## src/hdl/sfe_pkg.sv

```systemverilog
`timescale 1ns / 1ps
// ----------------------------------------------------------------------------
// Stuffed frame encoder package
// Shared types, byte codes and CRC-16 helpers for the stuffed frame encoder.
// ----------------------------------------------------------------------------
package sfe_pkg;

    localparam logic [7:0] START_BYTE = 8'h01;
    localparam logic [7:0] ESC_BYTE   = 8'h10;
    localparam logic [7:0] END_BYTE   = 8'h04;

    localparam int unsigned QueueDepthDefault = 4;

    // Output byte positions of one input transaction, in line order.
    typedef enum logic [2:0] {
        SLOT_START,
        SLOT_ESC_DATA,
        SLOT_DATA,
        SLOT_ESC_LO,
        SLOT_CRC_LO,
        SLOT_ESC_HI,
        SLOT_CRC_HI,
        SLOT_END
    } t_sfe_slot;

    localparam int unsigned NumSlots = 8;

    typedef struct packed {
        logic [7:0] data_byte;
        logic       final_byte;
    } t_sfe_in;

    typedef struct packed {
        logic [7:0] out_byte;
        logic       run_last;
        logic       frame_last;
    } t_sfe_out;

    // One classified input byte waiting for the back end.
    typedef struct packed {
        logic [7:0]          data_byte;
        logic [15:0]         crc;
        logic [NumSlots-1:0] slot_mask;
    } t_sfe_entry;

    typedef struct packed {
        logic empty;
        logic full;
    } t_sfe_qstat;

    function automatic logic [15:0] crc_nib_lut(input logic [3:0] idx);
        logic [15:0] val;
        case (idx)
            4'h0: val = 16'h0000;
            4'h1: val = 16'h1021;
            4'h2: val = 16'h2042;
            4'h3: val = 16'h3063;
            4'h4: val = 16'h4084;
            4'h5: val = 16'h50A5;
            4'h6: val = 16'h60C6;
            4'h7: val = 16'h70E7;
            4'h8: val = 16'h8108;
            4'h9: val = 16'h9129;
            4'hA: val = 16'hA14A;
            4'hB: val = 16'hB16B;
            4'hC: val = 16'hC18C;
            4'hD: val = 16'hD1AD;
            4'hE: val = 16'hE1CE;
            4'hF: val = 16'hF1EF;
            default: val = 16'h0000;
        endcase
        return val;
    endfunction

    function automatic logic [15:0] crc_nibble(input logic [15:0] crc, input logic [3:0] nib);
        return crc_nib_lut(crc[15:12] ^ nib) ^ {crc[11:0], 4'h0};
    endfunction

    function automatic logic [15:0] crc_byte(input logic [15:0] crc, input logic [7:0] b);
        return crc_nibble(crc_nibble(crc, b[7:4]), b[3:0]);
    endfunction

    function automatic logic needs_escape(input logic [7:0] b);
        return (b == START_BYTE) || (b == ESC_BYTE) || (b == END_BYTE);
    endfunction

endpackage

```

## src/hdl/stuffed_frame_encoder_crc16.sv

```systemverilog
`timescale 1ns / 1ps
// ----------------------------------------------------------------------------
// Stuffed frame encoder with CRC-16
// Frames command and payload bytes with start, escape, CRC and end bytes.
// ----------------------------------------------------------------------------
// Each input transaction is one command or payload byte; it is accepted
// whenever the entry queue (QUEUE_DEPTH entries) has room, and the running
// CRC-16 (0x1021, initial 0) is updated as it enters. The back end sends one
// line byte per cycle while the output is not stalled, so an input byte yields
// between 1 and 8 line bytes: 1 for a plain payload byte, 2 when it is escaped,
// plus the start byte on the first byte of a frame and up to 5 more (escaped
// CRC bytes and the end byte) on the final one. Sustained throughput is
// therefore set by the output port at one byte per cycle when not stalled;
// plain payload flows at one byte per cycle, and the first line byte of a
// transaction passes the entry queue, then the registered output stage.
module stuffed_frame_encoder_crc16 #(
    parameter int unsigned QUEUE_DEPTH = sfe_pkg::QueueDepthDefault
) (
    input  logic             i_clk,
    input  logic             i_rst_n,
    input  logic             i_valid,
    output logic             o_stall,
    input  sfe_pkg::t_sfe_in i_data,
    output logic             o_valid,
    input  logic             i_stall,
    output sfe_pkg::t_sfe_out o_data
);
    import sfe_pkg::*;

    t_sfe_qstat qstat;
    t_sfe_entry push_entry;
    t_sfe_entry head_entry;
    logic       push;
    logic       pop;

    sfe_front u_front (
        .i_clk   (i_clk),
        .i_rst_n (i_rst_n),
        .i_valid (i_valid),
        .o_stall (o_stall),
        .i_data  (i_data),
        .i_qstat (qstat),
        .o_push  (push),
        .o_entry (push_entry)
    );

    sfe_queue #(
        .DEPTH (QUEUE_DEPTH)
    ) u_queue (
        .i_clk   (i_clk),
        .i_rst_n (i_rst_n),
        .i_push  (push),
        .i_entry (push_entry),
        .i_pop   (pop),
        .o_head  (head_entry),
        .o_qstat (qstat)
    );

    sfe_back u_back (
        .i_clk   (i_clk),
        .i_rst_n (i_rst_n),
        .i_head  (head_entry),
        .i_qstat (qstat),
        .o_pop   (pop),
        .o_valid (o_valid),
        .i_stall (i_stall),
        .o_data  (o_data)
    );

endmodule

```

## src/hdl/sfe_front.sv

```systemverilog
`timescale 1ns / 1ps
// ----------------------------------------------------------------------------
// Stuffed frame encoder front end
// Accepts input bytes, keeps the running CRC and frame state, and classifies
// each byte into the set of line bytes it will produce.
// ----------------------------------------------------------------------------
module sfe_front (
    input  logic               i_clk,
    input  logic               i_rst_n,
    input  logic               i_valid,
    output logic               o_stall,
    input  sfe_pkg::t_sfe_in   i_data,
    input  sfe_pkg::t_sfe_qstat i_qstat,
    output logic               o_push,
    output sfe_pkg::t_sfe_entry o_entry
);
    import sfe_pkg::*;

    logic        r_inside;
    logic        n_inside;
    logic [15:0] r_crc;
    logic [15:0] n_crc;
    logic [15:0] crc_upd;
    logic        fin;

    assign o_stall = i_qstat.full;
    assign o_push  = i_valid && !i_qstat.full;
    assign fin     = i_data.final_byte;

    // A new frame starts from a cleared CRC.
    assign crc_upd = crc_byte(r_inside ? r_crc : 16'h0000, i_data.data_byte);

    always_comb begin
        o_entry           = '0;
        o_entry.data_byte = i_data.data_byte;
        o_entry.crc       = crc_upd;
        o_entry.slot_mask[SLOT_START]    = !r_inside;
        o_entry.slot_mask[SLOT_ESC_DATA] = needs_escape(i_data.data_byte);
        o_entry.slot_mask[SLOT_DATA]     = 1'b1;
        o_entry.slot_mask[SLOT_ESC_LO]   = fin && needs_escape(crc_upd[7:0]);
        o_entry.slot_mask[SLOT_CRC_LO]   = fin;
        o_entry.slot_mask[SLOT_ESC_HI]   = fin && needs_escape(crc_upd[15:8]);
        o_entry.slot_mask[SLOT_CRC_HI]   = fin;
        o_entry.slot_mask[SLOT_END]      = fin;
    end

    always_comb begin
        n_inside = r_inside;
        n_crc    = r_crc;
        if (o_push) begin
            n_inside = !fin;
            n_crc    = fin ? 16'h0000 : crc_upd;
        end
    end

    always_ff @(posedge i_clk) begin
        if (!i_rst_n) begin
            r_inside <= 1'b0;
            r_crc    <= 16'h0000;
        end else begin
            r_inside <= n_inside;
            r_crc    <= n_crc;
        end
    end

`ifndef SYNTHESIS
    a_final_closes: assert property (@(posedge i_clk) disable iff (!i_rst_n)
        (o_push && fin) |=> (!r_inside && r_crc == 16'h0000))
        else $error("frame state not cleared after final byte");
    a_start_once: assert property (@(posedge i_clk) disable iff (!i_rst_n)
        o_push |=> r_inside == !$past(fin))
        else $error("frame state out of step with final flag");
    a_hold_when_idle: assert property (@(posedge i_clk) disable iff (!i_rst_n)
        !o_push |=> ($stable(r_crc) && $stable(r_inside)))
        else $error("front state changed without a transaction");
`endif

endmodule

```

## src/hdl/sfe_queue.sv

```systemverilog
`timescale 1ns / 1ps
// ----------------------------------------------------------------------------
// Stuffed frame encoder queue
// Short FIFO of classified entries between the front and the back end.
// ----------------------------------------------------------------------------
module sfe_queue #(
    parameter int unsigned DEPTH = sfe_pkg::QueueDepthDefault
) (
    input  logic                i_clk,
    input  logic                i_rst_n,
    input  logic                i_push,
    input  sfe_pkg::t_sfe_entry i_entry,
    input  logic                i_pop,
    output sfe_pkg::t_sfe_entry o_head,
    output sfe_pkg::t_sfe_qstat o_qstat
);
    import sfe_pkg::*;

    localparam int unsigned AW = (DEPTH > 1) ? $clog2(DEPTH) : 1;
    localparam int unsigned CW = $clog2(DEPTH + 1);

    t_sfe_entry      r_mem [DEPTH];
    logic [AW-1:0]   r_wr_ptr;
    logic [AW-1:0]   n_wr_ptr;
    logic [AW-1:0]   r_rd_ptr;
    logic [AW-1:0]   n_rd_ptr;
    logic [CW-1:0]   r_count;
    logic [CW-1:0]   n_count;
    logic            do_push;
    logic            do_pop;

    assign o_qstat.empty = (r_count == '0);
    assign o_qstat.full  = (r_count == CW'(DEPTH));
    assign do_push = i_push && !o_qstat.full;
    assign do_pop  = i_pop && !o_qstat.empty;
    assign o_head  = r_mem[r_rd_ptr];

    always_comb begin
        n_wr_ptr = r_wr_ptr;
        n_rd_ptr = r_rd_ptr;
        n_count  = r_count;
        if (do_push) begin
            n_wr_ptr = (r_wr_ptr == AW'(DEPTH - 1)) ? '0 : r_wr_ptr + 1'b1;
        end
        if (do_pop) begin
            n_rd_ptr = (r_rd_ptr == AW'(DEPTH - 1)) ? '0 : r_rd_ptr + 1'b1;
        end
        if (do_push && !do_pop) begin
            n_count = r_count + 1'b1;
        end else if (do_pop && !do_push) begin
            n_count = r_count - 1'b1;
        end
    end

    always_ff @(posedge i_clk) begin
        if (do_push) begin
            r_mem[r_wr_ptr] <= i_entry;
        end
    end

    always_ff @(posedge i_clk) begin
        if (!i_rst_n) begin
            r_wr_ptr <= '0;
            r_rd_ptr <= '0;
            r_count  <= '0;
        end else begin
            r_wr_ptr <= n_wr_ptr;
            r_rd_ptr <= n_rd_ptr;
            r_count  <= n_count;
        end
    end

`ifndef SYNTHESIS
    a_count_range: assert property (@(posedge i_clk) disable iff (!i_rst_n)
        r_count <= CW'(DEPTH))
        else $error("queue count beyond depth");
    a_push_grows: assert property (@(posedge i_clk) disable iff (!i_rst_n)
        (do_push && !do_pop) |=> r_count == $past(r_count) + 1'b1)
        else $error("queue count missed a push");
    a_ptr_agree: assert property (@(posedge i_clk) disable iff (!i_rst_n)
        (r_count == '0 || r_count == CW'(DEPTH)) |-> r_wr_ptr == r_rd_ptr)
        else $error("queue pointers disagree with count");
`endif

endmodule

```

## src/hdl/sfe_back.sv

```systemverilog
`timescale 1ns / 1ps
// ----------------------------------------------------------------------------
// Stuffed frame encoder back end
// Walks the slots of the head entry one line byte per cycle, while the output
// is not stalled, into a registered output stage, and releases the entry with its last byte.
// ----------------------------------------------------------------------------
module sfe_back (
    input  logic                i_clk,
    input  logic                i_rst_n,
    input  sfe_pkg::t_sfe_entry i_head,
    input  sfe_pkg::t_sfe_qstat i_qstat,
    output logic                o_pop,
    output logic                o_valid,
    input  logic                i_stall,
    output sfe_pkg::t_sfe_out   o_data
);
    import sfe_pkg::*;

    logic [NumSlots-1:0] r_done;
    logic [NumSlots-1:0] n_done;
    logic                r_o_valid;
    logic                n_o_valid;
    t_sfe_out            r_o_data;
    t_sfe_out            n_o_data;
    logic [NumSlots-1:0] cur;
    logic [NumSlots-1:0] low;
    logic [NumSlots-1:0] rest;
    t_sfe_slot           slot;
    logic                advance;
    logic [7:0]          slot_byte;

    assign cur     = i_head.slot_mask & ~r_done;
    assign advance = !i_qstat.empty && (!r_o_valid || !i_stall);

    // Lowest pending slot goes out next.
    always_comb begin
        slot = SLOT_END;
        for (int i = NumSlots - 1; i >= 0; i--) begin
            if (cur[i]) begin
                slot = t_sfe_slot'(3'(i));
            end
        end
    end

    assign low  = NumSlots'(1) << slot;
    assign rest = cur & ~low;

    always_comb begin
        case (slot)
            SLOT_START:    slot_byte = START_BYTE;
            SLOT_ESC_DATA: slot_byte = ESC_BYTE;
            SLOT_DATA:     slot_byte = i_head.data_byte;
            SLOT_ESC_LO:   slot_byte = ESC_BYTE;
            SLOT_CRC_LO:   slot_byte = i_head.crc[7:0];
            SLOT_ESC_HI:   slot_byte = ESC_BYTE;
            SLOT_CRC_HI:   slot_byte = i_head.crc[15:8];
            SLOT_END:      slot_byte = END_BYTE;
            default:       slot_byte = END_BYTE;
        endcase
    end

    assign o_pop = advance && (rest == '0);

    always_comb begin
        n_done    = r_done;
        n_o_valid = r_o_valid && i_stall;
        n_o_data  = r_o_data;
        if (advance) begin
            n_o_valid           = 1'b1;
            n_o_data.out_byte   = slot_byte;
            n_o_data.run_last   = (rest == '0);
            n_o_data.frame_last = (slot == SLOT_END);
            n_done              = (rest == '0) ? '0 : (r_done | low);
        end
    end

    always_ff @(posedge i_clk) begin
        if (!i_rst_n) begin
            r_done    <= '0;
            r_o_valid <= 1'b0;
        end else begin
            r_done    <= n_done;
            r_o_valid <= n_o_valid;
        end
    end

    always_ff @(posedge i_clk) begin
        r_o_data <= n_o_data;
    end

    assign o_valid = r_o_valid;
    assign o_data  = r_o_data;

`ifndef SYNTHESIS
    a_end_is_last: assert property (@(posedge i_clk) disable iff (!i_rst_n)
        (r_o_valid && r_o_data.frame_last) |->
            (r_o_data.run_last && r_o_data.out_byte == END_BYTE))
        else $error("closing byte not marked as last of its transaction");
    a_head_pending: assert property (@(posedge i_clk) disable iff (!i_rst_n)
        !i_qstat.empty |-> cur != '0)
        else $error("head entry has no pending slot");
    a_hold_on_stall: assert property (@(posedge i_clk) disable iff (!i_rst_n)
        (r_o_valid && i_stall) |=> ($stable(r_done) && r_o_valid))
        else $error("back end moved while output stalled");
    a_idle_clean: assert property (@(posedge i_clk) disable iff (!i_rst_n)
        i_qstat.empty |-> r_done == '0)
        else $error("slot progress left over with empty queue");
`endif

endmodule

```

## config.mk

```make
export PLATFORM = sky130hd
export DESIGN_NAME = stuffed_frame_encoder_crc16
export DESIGN_NICKNAME = d
export VERILOG_FILES = /design/src/hdl/sfe_pkg.sv /design/src/hdl/stuffed_frame_encoder_crc16.sv /design/src/hdl/sfe_front.sv /design/src/hdl/sfe_queue.sv /design/src/hdl/sfe_back.sv
export SDC_FILE = /design/constraint.sdc
export NUM_CORES = 1
export LEC_CHECK = 0
export BUFFER_PORTS_ARGS = -buffer_cell sky130_fd_sc_hd__buf_2
export CORE_MARGIN = 3
export CORE_UTILIZATION = 55
export DETAILED_ROUTE_END_ITERATION = 8
export GPL_TIMING_DRIVEN = 1
export PLACE_DENSITY = 0.75
export SYNTH_ARGS = -nofsm -noshare
export SYNTH_HDL_FRONTEND = slang
export SYNTH_SLANG_ARGS = --single-unit
```

## constraint.sdc

```tcl
create_clock -name i_clk -period 3.2 [get_ports i_clk]
set_input_delay 0.48 -clock i_clk [delete_from_list [all_inputs] [get_ports i_clk]]
set_output_delay 0.48 -clock i_clk [all_outputs]
set_load 0.01 [all_outputs]
```

-- Yosys cells after proc, flatten, opt, wreduce, memory -nomap -nowiden
Memory sizes are Yosys's and may differ from the RTL's. A register that Yosys moved wholly into a read port is not among the register bits.
Cells that the tools add are included.
- bitwise gates (word level): 9
- multiplexer cells: 20
- add/sub/neg operators: 4
- reductions and logical operators: 30
- equality and inequality tests: 19
- shifts and indexed selects: 1
- operator list (cell ; number):
    8-bit one-hot mux with 6 select lines ; 1
    16-bit two-way mux ; 2
    16-bit XOR ; 2
    8-bit by 1-bit equality test with 1-bit output, second input constant ; 3
    8-bit by 3-bit equality test with 1-bit output, second input constant ; 3
    8-bit by 5-bit equality test with 1-bit output, second input constant ; 3
    3-bit two-way mux ; 6
    8-bit bitwise AND ; 2
    8-bit inverter ; 2
    3-bit equality test, second input constant ; 5
    2-bit two-way mux ; 6
    1-bit logical AND ; 10
    1-bit logical NOT ; 8
    8-bit logical NOT ; 1
    8-bit two-way mux ; 1
    8-bit bitwise OR ; 1
    1-bit by 3-bit left shift with 8-bit output, first input constant ; 1
    4-bit XOR ; 2
    1-bit logical OR ; 7
    3-bit by 2-bit equality test with 1-bit output, second input constant ; 2
    3-bit logical NOT ; 2
    2-bit by 1-bit adder with 2-bit output, second input constant ; 2
    2-bit equality test, second input constant ; 2
    1-bit two-way mux ; 4
    5 further kinds ; 5
- memories kept: 3
- output and inout bits: 12
- bits of input ports: 13
- bits in writable memories: 124
- word-level logic and storage cells: 96
- memory bits (read-only): 384
- register bits after elaboration: 43
- memory list (memory ; depth ; bits a word ; rd ports ; clocked after Yosys merged registers in ; write ports ; RTL line ; source):
    (no name shown) ; 16 ; 12 ; 1 ; 0 ; 0 ; sfe_pkg.sv:53 ; case (idx)
    (no name shown) ; 16 ; 12 ; 1 ; 0 ; 0 ; sfe_pkg.sv:53 ;
    u_queue.r_mem ; 4 ; 31 ; 1 ; 1 ; 1 ; sfe_queue.sv:22 ; t_sfe_entry r_mem [DEPTH];

-- Longest topological paths before layout
- word-level depth: 18
- gate-level depth with buffers: 12
- depth with buffers taken out: 11

-- Cells and area by module
From an unflattened synthesis, not the netlist that was laid out.
- cell total of the unflattened synthesis: 486
- area, all modules: 7609.8 sq um
- modules (own cells, without submodules) (module ; area each (sq um) ; sequential area each (sq um) ; instances ; cells each):
    sfe_queue ; 5138.7 ; 4023.9 ; 1 ; 218
    sfe_front ; 1473.9 ; 340.3 ; 1 ; 168
    sfe_back ; 997.2 ; 480.5 ; 1 ; 100

-- Least setup slack after synthesis
No wires, ideal clock.
- path type: reg-to-reg
- from: register with a tool-made name
- to: register u_queue.r_count[2]
- stages on the path, launching flop included: 13
- data arrival time: 2.992 ns
- setup time: 0.070 ns
- slack: 0.138 ns
- required time: 3.130 ns
- buffers on the path: 1
- clock period less this slack: 3.062 ns
- cell sequence: dfxtp_1 > buf_2 > mux2_4 > a22o_2 > a21oi_1 > o32ai_4 > nand3_4 > ha_1 > inv_1 > fa_1 > xor2_1 > or3_1 > a21oi_1
- RTL lines (element ; RTL line ; source):
    end signal: assignment ; sfe_queue.sv:69 ; r_count <= n_count;
    end: declaration ; sfe_queue.sv:27 ; logic [CW-1:0] r_count;

==> metrics list <==
- Result of the run: completed
* Count of fill cells added during filler insertion: 760
- The number of antenna violations at the first check in global routing is 0.
- Maximum clock frequency: 0.328 GHz
- Internal: 4.28 mW
* Max-capacitance violation count: 0
- Among all flip-flop cells after synthesis, the most frequent one is sky130_fd_sc_hd__edfxtp_1.
* GR Util All Layers: 21.7%
- Walking the worst path, the cells encountered are mux4_2 -> a22oi_2 -> nand3_4 -> o32ai_4 -> nand3_4 -> ha_2 -> inv_1 -> fa_1 -> xor2_1 -> or3_1 -> a21oi_1.
- Clock-pin slew was measured on the worst setup and hold paths at 60 ps.
- Using the TritonRoute via totals, the vias-per-cell ratio works out to 6.09.
- Final WL: 13400 µm
* Number of I/O pins: 25
- GRT overflow: 0
- Maximum number of pins on one net before global-route repair: 30
- Synthesis produced a netlist whose cell count is 427.
* Core footprint: 11700 µm²
* CTS tree: done
* Proportion of power drawn by the clock network: 36.0%
* Die Span X: 116 µm
* Syn Nets: 447
- Count of nets after finishing: 501
- Fraction of layout cells with a size suffix above 1: 26.3%
- Clock latency reported for the late side of the worst-skew pair: 430 ps
- Tightest Pin Transition: 889 ps
* Most frequent cell after synthesis: sky130_fd_sc_hd__edfxtp_1
- After detailed placement, the total cell area comes to 7100 µm².
- The H-tree generated during clock tree synthesis spans 4 levels.
- The mapped netlist covers 6690 µm².
- In the routed design, unresolved DRC markers number 0.
* Worst endpoint data arrival time: 3390 ps
- Yosys mapped the design onto 54 distinct sky130hd cell types.
- Final clock period utilization by the worst path: 95.2%
- Via Count: 3877
* Ranking of synthesized cells by instance count: sky130_fd_sc_hd__edfxtp_1, sky130_fd_sc_hd__nand2_1, sky130_fd_sc_hd__dfxtp_1
- Startpoint-to-endpoint class of the critical path: reg -> reg
* Std-Cell Rows: 39
- Post-synthesis sequential element count: 161
- For this run, the number of standard cells in the final layout without fillers is 637.
- Launching element type of the critical path: register
* Skew final: 5.53 ps
* Via count of the first global-routing pass: 3856
- The total count of max-transition violations in the final report was 0.
- Hold timing on the final database bottoms out at a slack of 321 ps.
- After synthesis, the share of flip-flops with an asynchronous set or reset is 0%.
- Total count of hold-check failures in the final report: 0
- The first global-routing pass estimated 21400 µm of wire.
- Once the floorplan was initialized, standard cells occupied 57.4% of the core.
- Clock tree synthesis inserted a total of 17 buffers.
- Worst-case setup slack after placement: -0.461 ps
- Cell Pwr Density: 753 nW/µm²
* Post-route design area: 7750 µm²
* Mean post-synth cell area: 15.7 µm²
* Psw: 1.56 mW
- Counting every sink on the clock net gives 161.
- Number of enable-type register cells in the synthesized netlist: 126
- In this run the biggest area consumer among cell types represents 56.5% of the synthesized area.
- At the end of routability-driven placement, the weighted congestion stood at 0.921.
* Fraction of met1 tracks used by global routing: 30.0%
- Of all nets on the critical path, the largest fanout is 7.
- Initial DRT Pass Iterations: 5
* Maximum clock insertion buffer count: 2
* Number of routed nets with antenna violations: 0
- Portion of total power attributed to combinational logic: 18.2%
- In the post-synthesis netlist, the biggest area contributors are sky130_fd_sc_hd__edfxtp_1, sky130_fd_sc_hd__dfxtp_1, sky130_fd_sc_hd__mux4_2.
- The floorplan step defined a die boundary enclosing 13500 µm².
* Sequential fraction of design power: 45.8%
- Global routing consumed, on the met3 layer, 4.35% of the routing resources.
* I/O Buffers: 24
- IR analysis of the VDD net gives a maximum drop of 0.000452 V.
- The area growth from synthesis to layout is 15.8%.
- The synthesized design spends more area on one cell type than any other, namely sky130_fd_sc_hd__edfxtp_1.
* Peak per-stage delay on the critical path: 560 ps
* Detail Placement HPWL: 8330 µm
- Dividing the detail-routed wire length by the instance count gives 21.1 µm.
* GRT busiest layer: met2
- Hold crit path type: in -> reg
- Global routing consumed, on the met2 layer, 34.4% of the routing resources.
- Cell leakage power: 2.65 nW
- Die boundary height: 116 µm
* Iter 0 DRT Violations: 440
- Counting tap cells, the placed design contains a total of 602 instances.
- Cell repeated most along the worst path: sky130_fd_sc_hd__nand3_4
- Diode insertion count for antenna repair: 0
- Crit path max-delay cell type: sky130_fd_sc_hd__mux4_2
- STA classifies the critical path endpoint as a register.
* Hold bufs inserted after CTS: 0
- Switching share of power: 26.7%
- The cell sitting at the root of the clock tree is a sky130_fd_sc_hd__clkbuf_16.
- Period minus WS final: 3050 ps
- Part of the Yosys area used for sequential elements: 67.0%
- Setup violations remaining at the end of the flow were counted as 0.
- Slack of the critical path: 155 ps
- In this run the tightest slew margin relative to its limit is 40.7%.
- Data required time of the critical path: 3550 ps
* Ys Warns: 0
## power groups by stage
stage / clock, mW / sequential, mW / combinational, mW
2_1_floorplan: 0 / 2.72 / 0.657
3_3_place_gp: 0 / 2.70 / 1.01
3_5_place_dp: 0 / 2.72 / 1.03
4_1_cts: 2.12 / 2.68 / 1.04
5_1_grt: 2.22 / 2.70 / 1.16
6_report: 2.10 / 2.67 / 1.06
## sequential cells by signal, indices dropped and copies added, names as in the netlist, named ones only
| signal | count |
|---|---|
| u_back.o_data | 10 |
| u_front.r_inside | 1 |
| u_back.o_valid | 1 |
| u_queue.r_count | 3 |
| u_queue.r_rd_ptr | 2 |
| u_back.r_done | 8 |
| u_queue.r_mem | 116 |
| u_queue.r_wr_ptr | 2 |
| u_front.r_crc | 16 |
## what timing repair did
action                     CTS  global route
resized for setup            1             5
buffers inserted             0             3
setup endpoints to repair    1             1
pin swaps                    0             5
## metrics by stage
stage	TNS (ps)	utilization [%]	total power [mW]
final	0	66.5	5.83
after global routing	-28.2	66.5	6.07
after CTS	0	66.2	5.84
after detailed placement	-0.461	60.9	3.75
after global placement	0	60.9	3.71
after floorplan	0	-	3.38
## cell families after synthesis
kind of cell             synth area share [%]
buffers and inverters                    1.74
flip-flops                               67.0
adder cells (fa/ha/maj)                  1.42
AO/OA/AOI/OAI                            7.80
multiplexers                             10.3
AND/OR/NAND/NOR                          7.89
XOR/XNOR                                 3.89
## critical path: cells and delay by family, from the launching register on
family,cells,cell delay (ps)
buffers and inverters,1,80
AND/OR/NAND/NOR,3,600
AO/OA/AOI/OAI,3,830
adder cells (fa/ha/maj),2,400
flip-flops,1,400
XOR/XNOR,1,90
multiplexers,1,560
## path summary, 6_finish.rpt
check / start / end / slack, ps / depth (start not counted)
worst max register to register: register / u_queue.r_count[2]$_SDFFE_PN0P_ / 150 / 11
worst min register to register: u_front.r_crc[4]$_SDFFE_PN0P_ / u_front.r_crc[4]$_SDFFE_PN0P_ / 490 / 2
worst max-delay path: register / u_queue.r_count[2]$_SDFFE_PN0P_ / 150 / 11
worst min-delay path: i_stall / u_back.o_valid$_SDFF_PN0_ / 320 / 3
## metal layers
metal  wire (µm)  share of wire (%)
met4         184                1.4
met2        6610                 49
met3         660                4.9
met1        5970                 44
met5           0                  0
## cell usage in the layout (no fill, tap or decap), drive strengths merged, types with 3 or more instances in the layout
cell      instances
a21oi            19
a221oi            3
a22oi            22
and2              8
buf              51
bufinv            4
clkbuf           17
clkinv            5
clkinvlp          3
dfxtp            35
edfxtp          126
ha                6
inv              14
mux2i             3
mux4             28
nand2            36
nand3             8
nor2             31
nor2b             3
nor3              5
o211ai            3
o21ai             6
xnor2            15
xor2             13
## layout make-up
cell class                 count  area (µm²)  area share (%)
clock buffer                  17         425            5.49
clock inverter                15         189            2.44
inverter                      11        41.3           0.533
multi-input combinational    239        2110            27.2
sequential                   161        4490            57.9
tap                          143         179            2.31
timing repair buffer          51         323            4.16
Power figures use the tool's default switching activity.
